<file path="config.mk">
export PLATFORM = sky130hd
export DESIGN_NAME = cwd_sqrt
export DESIGN_NICKNAME = d
export VERILOG_FILES = /design/src/sv/cwd_pkg.sv /design/src/sv/cwd_sqrt.sv
export SDC_FILE = /design/constraint.sdc
export NUM_CORES = 1
export LEC_CHECK = 0
export BUFFER_PORTS_ARGS = -buffer_cell sky130_fd_sc_hd__buf_2
export CAP_MARGIN = 10
export CORE_MARGIN = 1.5
export CORE_UTILIZATION = 25
export CTS_CLUSTER_SIZE = 30
export DETAILED_ROUTE_END_ITERATION = 7
export GPL_TIMING_DRIVEN = 1
export SKIP_CTS_REPAIR_TIMING = 1
export SYNTH_ARGS = -nofsm -noshare
export SYNTH_HDL_FRONTEND = slang
export SYNTH_SLANG_ARGS = --single-unit
export TNS_END_PERCENT = 20
</file>
<file path="constraint.sdc">
create_clock -name clock -period 4.5 [get_ports clock]
set_input_delay 0.9 -clock clock [delete_from_list [all_inputs] [get_ports clock]]
set_output_delay 0.9 -clock clock [all_outputs]
set_load 0.02 [all_outputs]
</file>
<file path="src/sv/cwd_pkg.sv">
// cwd_pkg: shared types, constants and the arctangent table for the
// cosine weighted direction sampler. No dependencies.
`default_nettype none
package cwd_pkg;

   localparam int FracBits     = 16;
   localparam int CordicRounds = 24;
   localparam int SqrtBits     = 16;   // result bits of each square root
   localparam int RadBits      = 31;   // radicand width (value below 2^31)
   localparam int CordW        = 33;   // signed cordic datapath
   localparam int PhaseW       = 32;
   localparam logic [29:0] CordicGain = 30'd652032874;
   localparam logic signed [CordW-1:0] Q15Max = 33'sd32767;

   typedef struct packed {
      logic [FracBits-1:0] angle_fraction;
      logic [FracBits-1:0] radius_fraction;
   } req_type;

   typedef struct packed {
      logic signed [15:0] dir_x;
      logic signed [15:0] dir_y;
      logic [14:0]        dir_z;
   } rsp_type;

   function automatic logic signed [CordW-1:0] atan_turn(input logic [4:0] i);
      logic signed [CordW-1:0] v;
      v = '0;
      case (i)
         5'd0:  v = 33'sh20000000;
         5'd1:  v = 33'sh12E4051E;
         5'd2:  v = 33'sh09FB385B;
         5'd3:  v = 33'sh051111D4;
         5'd4:  v = 33'sh028B0D43;
         5'd5:  v = 33'sh0145D7E1;
         5'd6:  v = 33'sh00A2F61E;
         5'd7:  v = 33'sh00517C55;
         5'd8:  v = 33'sh0028BE53;
         5'd9:  v = 33'sh00145F2F;
         5'd10: v = 33'sh000A2F98;
         5'd11: v = 33'sh000517CC;
         5'd12: v = 33'sh00028BE6;
         5'd13: v = 33'sh000145F3;
         5'd14: v = 33'sh0000A2FA;
         5'd15: v = 33'sh0000517D;
         5'd16: v = 33'sh000028BE;
         5'd17: v = 33'sh0000145F;
         5'd18: v = 33'sh00000A30;
         5'd19: v = 33'sh00000518;
         5'd20: v = 33'sh0000028C;
         5'd21: v = 33'sh00000146;
         5'd22: v = 33'sh000000A3;
         5'd23: v = 33'sh00000051;
         default: v = '0;
      endcase
      return v;
   endfunction

endpackage
`default_nettype wire

</file>
<file path="src/sv/cwd_sqrt.sv">
// cwd_sqrt: pipelined restoring integer square root, one result bit per
// stage. Uses cwd_pkg for widths.
`default_nettype none
module cwd_sqrt (
   input  wire logic                                  clock,
   input  wire logic [cwd_pkg::RadBits-1:0]           rad_in,
   output logic      [cwd_pkg::SqrtBits-1:0]          root_out
);
   localparam int N  = cwd_pkg::SqrtBits;
   localparam int RW = 2 * N + 2;

   logic [RW-1:0] rem_ff  [0:N];
   logic [RW-1:0] rad_ff  [0:N];
   logic [N-1:0]  root_ff [0:N];

   always_comb begin
      rem_ff[0]  = '0;
      rad_ff[0]  = RW'(rad_in);
      root_ff[0] = '0;
   end

   // one result bit per stage, from the top pair of radicand bits down
   for (genvar k = 0; k < N; k++) begin : g_st
      logic [RW-1:0] rem_in;
      logic [RW-1:0] trial;
      always_comb begin
         rem_in = (rem_ff[k] << 2) | RW'(rad_ff[k][2*N-1 -: 2]);
         trial  = (RW'(root_ff[k]) << 2) | RW'(1);
      end
      always_ff @(posedge clock) begin
         rad_ff[k+1] <= rad_ff[k] << 2;
         if (rem_in >= trial) begin
            rem_ff[k+1]  <= rem_in - trial;
            root_ff[k+1] <= {root_ff[k][N-2:0], 1'b1};
         end else begin
            rem_ff[k+1]  <= rem_in;
            root_ff[k+1] <= {root_ff[k][N-2:0], 1'b0};
         end
      end
   end

   assign root_out = root_ff[N];
endmodule
`default_nettype wire

</file>
==> flow_summary.ini, run 1 <==
[worst_setup_path]
path_class = reg -> reg
cp-startpoint = rem_ff[120]
cpMaxStageDelayCell = or4_4
startpoint_type = flop
timing.critical_path.buf_inv = 1
max_stage_delay_ps = 560
worstPathMaxFanout = 19
timing.rr.start = rem_ff[120]
path_delay_family = simple AND/OR/NAND/NOR gates
crit_chain = or4_4 -> nor4_2 -> or4b_1 -> or4b_1 -> a41oi_2 -> inv_2 -> nand4_1 -> nor4_1 -> xor2_1
cp.arrival_ps = 4370
crit_top_cell = or4b_1
required_ps = 5000
end_kind = flop

[sta]
hold_viol_final = 0
layout_min_cycle_time_ps = 3860
finalCritPeriodShare_pct = 85.8
setup_viol = 0
finalSetupTns_ps = 0
hold_ws_ps = 292
worstMarginPinSlew_ps = 915
max_slew_margin_pct = 38.2
rsz0062_at_grt = no
finClkSkew_ps = 52.6
slew_viol_final = 0
fmax_ghz = 0.259

[run_status]
status = finished clean

[clocking]
clk_transition_reported_paths_ps = 70
clock_path_buffers = 3
htree_levels = 3
cts_made_buffers = 84
cts-root-buf = clkbuf_16
cts_tree = done
clock_latency_ps = 650
numClockSinks = 802

[die]
dieArea_sq_um = 118000
start_util_pct = 25.3
die_h_microns = 344
die_w_microns = 344
fp.coreArea_sq_um = 115000
num_rows = 124
ios = 48

[placed_design]
gp_congestion = 0.894
portBuffers = 47
hpwl_microns = 37200
dpl.cell_count = 4355

[drt]
wl_met3_microns = 1800
ant_nets = 0
highest_layer = met4
via_per_inst = 4.10
drtIter0Drc = 822
vias = 18500
dr.pass1.iters = 5
wl_per_cell_microns = 11.2
finalWirelength_microns = 50400
met1_length_microns = 22500
drcViolationCount = 0
dr_wl_met2_microns = 24300

[global_route]
antenna_found_initial = 0
grt_pass1_vias = 18000
grt_usage_pct = 8.50
grt_max_degree = 31
grt-ovfl-total = 0
grt_pass1_wl_microns = 84500

[synth]
synth_top_area_cell = dfxtp_1
synth_cell_types = 71
ys_seq_elements = 802
synth_top_area_share_pct = 55.2
synth.area.top_cells = dfxtp_1 55%, ha_1 6.4%, xor2_1 5.5%
yosysWarnings = 0
synth_edf_count = 0
synthCells = 2828
syn_area_sq_um = 29100
syn_nets = 3010
synth-main-ff-cell = dfxtp_1
ys_async_sr_fraction_pct = 0
synth.avg_cell_area_sq_um = 10.3
ys_seq_area_share_pct = 55.2

[finish]
final_cells = 4509
drive_gt1_share_pct = 8.11
area_growth_pct = 17.2
nNetsFinal = 3111
antenna_cells = 0

[pwr]
powerDensity_nw_per_um2 = 557
power_leakage_nw = 14.8
power_mw = 19.0
vdd_drop_max_v = 0.000345

[flow_run]
drv_cap = 0

[min_path]
hp-class = reg -> reg
hp-start = rad_ff[495]
## layer usage
layer | track usage, % | vias up
li1 | - | 9865
met2 | 14.8 | 267
met1 | 9.81 | 8250
met5 | 0 | -
met4 | 3.96 | 0
met3 | 1.93 | 111
## placed cells by master, fill, tap and decap left out, types with 13 or more instances in the layout
| cell type | Yosys | routed |
|---|---|---|
| nor2b_1 | 22 | 22 |
| ha_1 | 150 | 150 |
| a21o_1 | 40 | 40 |
| nand2b_1 | 46 | 46 |
| nor3_1 | 100 | 99 |
| or2_2 | 21 | 21 |
| clkbuf_16 | 0 | 85 |
| nand2_1 | 189 | 189 |
| o21bai_1 | 14 | 14 |
| or4_1 | 36 | 36 |
| a21oi_1 | 129 | 129 |
| nand3_1 | 45 | 45 |
| xor2_1 | 184 | 184 |
| dfxtp_1 | 802 | 802 |
| nor3b_1 | 13 | 13 |
| clkbuf_1 | 32 | 17 |
| nor4_1 | 64 | 64 |
| o21ai_0 | 107 | 107 |
| xnor2_1 | 159 | 159 |
| nand3b_1 | 14 | 14 |
| nor2_1 | 190 | 190 |
| and3_1 | 14 | 14 |
| o21a_1 | 30 | 30 |
| o31ai_1 | 22 | 22 |
| nand4_1 | 26 | 26 |
| buf_2 | 6 | 47 |
| or3_1 | 48 | 48 |
| inv_1 | 180 | 180 |
## flip-flops by register name, summed over array words and instances, names as in the netlist
register,cells
g_st.trial,120
rem_ff,426
root_out,16
rad_ff,240
## synth_stat cells, drive strengths merged, types with 3 or more instances
cell type / number
o21bai: 14
mux2: 14
or3b: 3
or4b: 5
xnor2: 159
a31oi: 7
and3: 14
o41ai: 4
clkbuf: 32
o31a: 4
a21boi: 7
buf: 11
inv: 182
o31ai: 22
and4: 6
nor2: 190
a211oi: 12
nor4: 65
a21bo: 4
and3b: 3
nand3b: 14
and2: 9
o21ai: 108
o211ai: 9
a211o: 4
dfxtp: 802
xor2: 184
nand2b: 46
nor4bb: 3
o21a: 30
nor3b: 13
mux2i: 7
a21oi: 129
nand4b: 8
or2: 22
nor3: 100
or3: 48
a21o: 40
nand3: 45
ha: 150
nand2: 189
nand4: 26
nor2b: 22
or4: 37
## path summary, 6_finish.rpt
| path | to | slack (ps) | depth (start not counted) |
|---|---|---|---|
| setup / recovery | rem_ff[89] | 640 | 9 |
| setup reg to reg | rem_ff[89] | 640 | 9 |
| hold reg to reg | rad_ff[463] | 290 | 0 |
| hold / removal | rad_ff[463] | 290 | 0 |
## metrics by stage
step | utilization, % | cell area, sq um | setup slack, ps
5_1_grt | 29.7 | 34100 | 330
2_1_floorplan | - | 29100 | 1450
6_report | 29.7 | 34100 | 638
3_3_place_gp | 27.1 | 31100 | 695
4_1_cts | 29.7 | 34100 | 627
3_5_place_dp | 27.1 | 31100 | 632
## worst register-to-register path, stage by stage, from the launching register on
cell and delay [ps]:
dfxtp_1 330, or4_4 560, nor4_2 370, or4b_1 540, or4b_1 550, a41oi_2 520, inv_2 280, nand4_1 340
nor4_1 110, xor2_1 150
## logic make-up after synthesis
logic type                 after synthesis  share of synthesized area [%]
AOI/OAI and AO/OA                      413                           8.79
xor gates and xnor gates               343                           10.3
adders and majority gates              150                           6.45
buffers and inverters                  225                           2.95
DFF                                    802                           55.2
muxes                                   21                          0.782
other                                    1                         0.0129
and+or+nand+nor                        873                           15.5
## report_power, final
part | internal, mW | switching [mW] | leakage [nW]
Combinational | 1.19 | 1.18 | 6.69
Sequential | 8.38 | 1.02 | 6.73
Clock | 4.38 | 2.84 | 1.43
Total | 14.0 | 5.04 | 14.8
## area by class of cell
cell class | count | area (sq um)
Fill cell | 11800 | 80800
Sequential cell | 802 | 16100
Multi-Input combinational cell | 1801 | 12200
Clock buffer | 112 | 2330
Tap cell | 1512 | 1890
Inverter | 182 | 683
Clock inverter | 42 | 653
Timing Repair Buffer | 58 | 318
Power figures use the tool's default switching activity.
==> run 2, diff against run 1 <==
--- a/config.mk
+++ b/config.mk
@@ -12,6 +12,7 @@
 export CTS_CLUSTER_SIZE = 30
 export DETAILED_ROUTE_END_ITERATION = 7
 export GPL_TIMING_DRIVEN = 1
+export PLACE_DENSITY = 0.35
 export SKIP_CTS_REPAIR_TIMING = 1
 export SYNTH_ARGS = -nofsm -noshare
 export SYNTH_HDL_FRONTEND = slang
==> flow_summary.ini, run 2 (synthesis results as in run 1) <==
[sta]
worstMarginPinSlew_ps = 995
finalCritPeriodShare_pct = 81.4
rsz0062_at_grt = no
hold_viol_final = 0
finClkSkew_ps = 41.6
slew_viol_final = 0
finalSetupTns_ps = 0
max_slew_margin_pct = 32.8
setup_viol = 0
fmax_ghz = 0.273
layout_min_cycle_time_ps = 3660

[pwr]
power.internal_mw = 14.2
p_seq_share_pct = 48.4
powerDensity_nw_per_um2 = 575
pwr-share-clk_pct = 38.8
p_switching_mw = 5.50
switching_share_pct = 27.9
power_leakage_nw = 15.0
p_comb_share_pct = 12.7
vdd_drop_max_v = 0.000283

[finish]
drive_gt1_share_pct = 8.54
area_growth_pct = 18.0
final_util_pct = 29.9
final_common_cell = dfxtp_1
nNetsFinal = 3123
final_cell_mix = 802 x dfxtp_1, 190 x nor2_1, 189 x nand2_1
regMostFlops = rem_ff
largest_register_ffs = 426
antenna_cells = 0

[global_route]
grt_use_met1_pct = 15.4
grt-ovfl-total = 0
grt_use_met2_pct = 18.7
grtUsageMet3_pct = 2.23
grt_pass1_wl_microns = 109000
grt_usage_pct = 11.6
top_usage_layer = met2
grt_max_degree = 27
grt_pass1_vias = 19500
antenna_found_initial = 1

[drt]
finalWirelength_microns = 67500
via_per_inst = 4.24
wl_per_cell_microns = 14.9
ant_nets = 0
drtIter0Drc = 987
drcViolationCount = 0
dr.pass1.iters = 5
vias = 19200

[clocking]
clock_latency_ps = 670
htree_levels = 3
numClockSinks = 802
clock_path_buffers = 3
clk_transition_reported_paths_ps = 60
cts_made_buffers = 92
cts-root-buf = clkbuf_16
cts_tree = done

[worst_setup_path]
path_delay_family = simple AND/OR/NAND/NOR gates
cp.arrival_ps = 4190
worstPathMaxFanout = 19
rr_worst_depth = 10
crit_top_cell = or4b_1
required_ps = 5030
crit_chain = or4_4 -> nor4_2 -> or4b_1 -> or4b_1 -> a41oi_2 -> buf_4 -> inv_2 -> nand4_1 -> nor4_1 -> xor2_1
timing.critical_path.buf_inv = 2
end_kind = flop
startpoint_type = flop
max_stage_delay_ps = 560
path_class = reg -> reg
cp.depth = 10
cpMaxStageDelayCell = or4_4

[die]
start_util_pct = 25.3
die_h_microns = 344
fp.coreArea_sq_um = 115000
dieArea_sq_um = 118000
num_rows = 124
ios = 48
die_w_microns = 344

[placed_design]
hpwl_microns = 52400
portBuffers = 47
gp_congestion = 0.812

[flow_run]
drv_cap = 0

[min_path]
min_path_cells = 0
hp-class = reg -> reg

[run_status]
status = finished clean
run 2: stage by stage:
stage / hold WS [ps] / power [mW] / instances / cell area (sq um) / worst slack, ps
5_1_grt: 269 / 20.9 / 4522 / 34300 / 609
4_1_cts: 260 / 20.1 / 4522 / 34300 / 817
3_5_place_dp: 312 / 12.3 / 4359 / 31200 / 806
3_3_place_gp: 311 / 12.3 / 4359 / 31200 / 808
2_1_floorplan: 310 / 11.2 / 2828 / 29100 / 1450
6_report: 307 / 19.7 / 4522 / 34300 / 838
run 2: final cells by class:
type                            count  area, sq um
Timing Repair Buffer               62          348
Clock buffer                      125         2600
Fill cell                       11800        80600
Tap cell                         1512         1890
Sequential cell                   802        16100
Clock inverter                     38          567
Multi-Input combinational cell   1801        12200
Inverter                          182          683
run 2: worst paths after layout:
kind,from,to,slack [ps]
max,rem_ff[120],rem_ff[89],840
min reg2reg,rad_ff[257],rad_ff[225],310
max reg2reg,rem_ff[120],rem_ff[89],840
min,rad_ff[257],rad_ff[225],310
run 2: routing by layer:
metal  up-vias  part of all wire, %  routed length [microns]
li1       9890                    -                        -
met1      8875                   49                    32800
met2       296                   45                    30300
met3       118                  3.5                     2370
met4         0                  2.9                     1980
met5         -                    0                        0
run 2: power by group through the flow:
stage	Combinational [mW]	Clock, mW	Sequential [mW]
6_report	2.51	7.66	9.56
5_1_grt	2.87	8.28	9.73
4_1_cts	2.56	7.98	9.59
3_5_place_dp	2.55	0	9.74
3_3_place_gp	2.53	0	9.74
2_1_floorplan	1.99	0	9.22
==> run 3, diff against run 2 <==
==> constraint.sdc (replaced) <==
create_clock -name clock -period 3.6 [get_ports clock]
set_input_delay 0.72 -clock clock [delete_from_list [all_inputs] [get_ports clock]]
set_output_delay 0.72 -clock clock [all_outputs]
set_load 0.02 [all_outputs]
==> flow_summary.ini, run 3 (synthesis results as in run 1) <==
[sta]
max_slew_margin_pct = 44.3
rsz0062_at_grt = no
slew_viol_final = 0
layout_min_cycle_time_ps = 3300
hold_viol_final = 0
finClkSkew_ps = 38.6
finalCritPeriodShare_pct = 91.7
hold_ws_ps = 156
fmax_ghz = 0.303
worstMarginPinSlew_ps = 835
finalSetupTns_ps = 0
setup_viol = 0

[clocking]
numClockSinks = 802
htree_levels = 3
clk_transition_reported_paths_ps = 60
clock_latency_ps = 660
cts_tree = done
cts-root-buf = clkbuf_16
clock_path_buffers = 3
cts_made_buffers = 92

[drt]
dr.pass1.iters = 5
drcViolationCount = 0
drtIter0Drc = 949
vias = 19300
finalWirelength_microns = 67200
ant_nets = 0
wl_per_cell_microns = 14.8
via_per_inst = 4.24

[finish]
final_common_cell = dfxtp_1
area_growth_pct = 18.4
final_cells = 4539
final_cell_mix = 802 x dfxtp_1, 190 x nor2_1, 189 x nand2_1
regMostFlops = rem_ff
drive_gt1_share_pct = 9.05
antenna_cells = 0
nNetsFinal = 3144
largest_register_ffs = 426

[worst_setup_path]
worstPathMaxFanout = 8
end_kind = flop
required_ps = 4180
startpoint_type = flop
path_class = reg -> reg
cp.arrival_ps = 3880

[pwr]
power.internal_mw = 17.8
power_leakage_nw = 15.1
vdd_drop_max_v = 0.000348
p_switching_mw = 6.77
p_seq_share_pct = 48.5
p_comb_share_pct = 12.8
switching_share_pct = 27.5
powerDensity_nw_per_um2 = 714
pwr-share-clk_pct = 38.8

[placed_design]
gp_congestion = 0.806
hpwl_microns = 52100
dpl.cell_count = 4380
portBuffers = 47

[die]
die_w_microns = 344
start_util_pct = 25.3
fp.coreArea_sq_um = 115000
num_rows = 124
die_h_microns = 344
ios = 48
dieArea_sq_um = 118000

[global_route]
grt_usage_pct = 11.5
grt_max_degree = 30
grt_pass1_vias = 19600
grt-ovfl-total = 0
grt_pass1_wl_microns = 108000
antenna_found_initial = 1

[run_status]
status = finished clean

[min_path]
hp-class = in -> reg

[flow_run]
drv_cap = 0
## run 3: changes by cell type in the layout (fill, tap and decap cells not counted), sizes merged
cell,change
buf,+21
bufinv,+2
clkbuf,-3
clkinv,+4
clkinvlp,-4
inv,-3
## run 3: per-stage QoR
| stage | cell area [sq um] | worst slack [ps] | power [mW] | utilization (%) |
|---|---|---|---|---|
| after global placement | 31300 | 302 | 15.3 | 27.3 |
| after detailed placement | 31300 | 205 | 15.3 | 27.3 |
| after floorplan | 29100 | 554 | 14.0 | - |
| after CTS | 34500 | 186 | 25.1 | 30.0 |
| after global routing | 34500 | 62.8 | 26.0 | 30.0 |
| final | 34500 | 297 | 24.6 | 30.0 |
## run 3: worst paths after layout
kind,start,endpoint,slack (ps),depth (start not counted)
worst max-delay path,rem_ff[426],rem_ff[401],300,8
worst min-delay path,rad_in[27],rad_ff[539],160,1
worst min register to register,rad_ff[324],rad_ff[292],320,0
worst max register to register,rem_ff[426],rem_ff[401],300,8
## run 3: routing by layer
metal / vias up / track usage [%] / routed length (microns)
li1: 9925 / - / -
met1: 8892 / 15.4 / 33000
met2: 328 / 18.3 / 29700
met3: 118 / 2.31 / 2660
met4: 0 / 3.74 / 1750
met5: - / 0 / 0
## run 3: layout make-up
| cell class | instances | area (sq um) |
|---|---|---|
| inverters | 182 | 683 |
| flip-flops and latches | 802 | 16100 |
| clock buffers | 122 | 2560 |
| clock inverters | 37 | 572 |
| fillers | 11800 | 80500 |
| well taps | 1512 | 1890 |
| multi-input cells | 1801 | 12200 |
| repair buffers | 83 | 505 |
## run 3: power by group through the flow
stage	clock network [mW]	registers [mW]	logic, mW
2_1_floorplan	0	11.5	2.49
3_3_place_gp	0	12.1	3.16
3_5_place_dp	0	12.2	3.19
4_1_cts	9.94	12.0	3.20
5_1_grt	10.3	12.1	3.58
6_report	9.54	11.9	3.15
## run 3: critical path, stage by stage, from the launching register on
cell and delay (ps):
dfxtp_1 330, or4_1 580, or4_1 590, nor4_2 250
nand3_1 180, or4b_1 690, and3b_1 340, nand3_1 140
xnor2_1 130
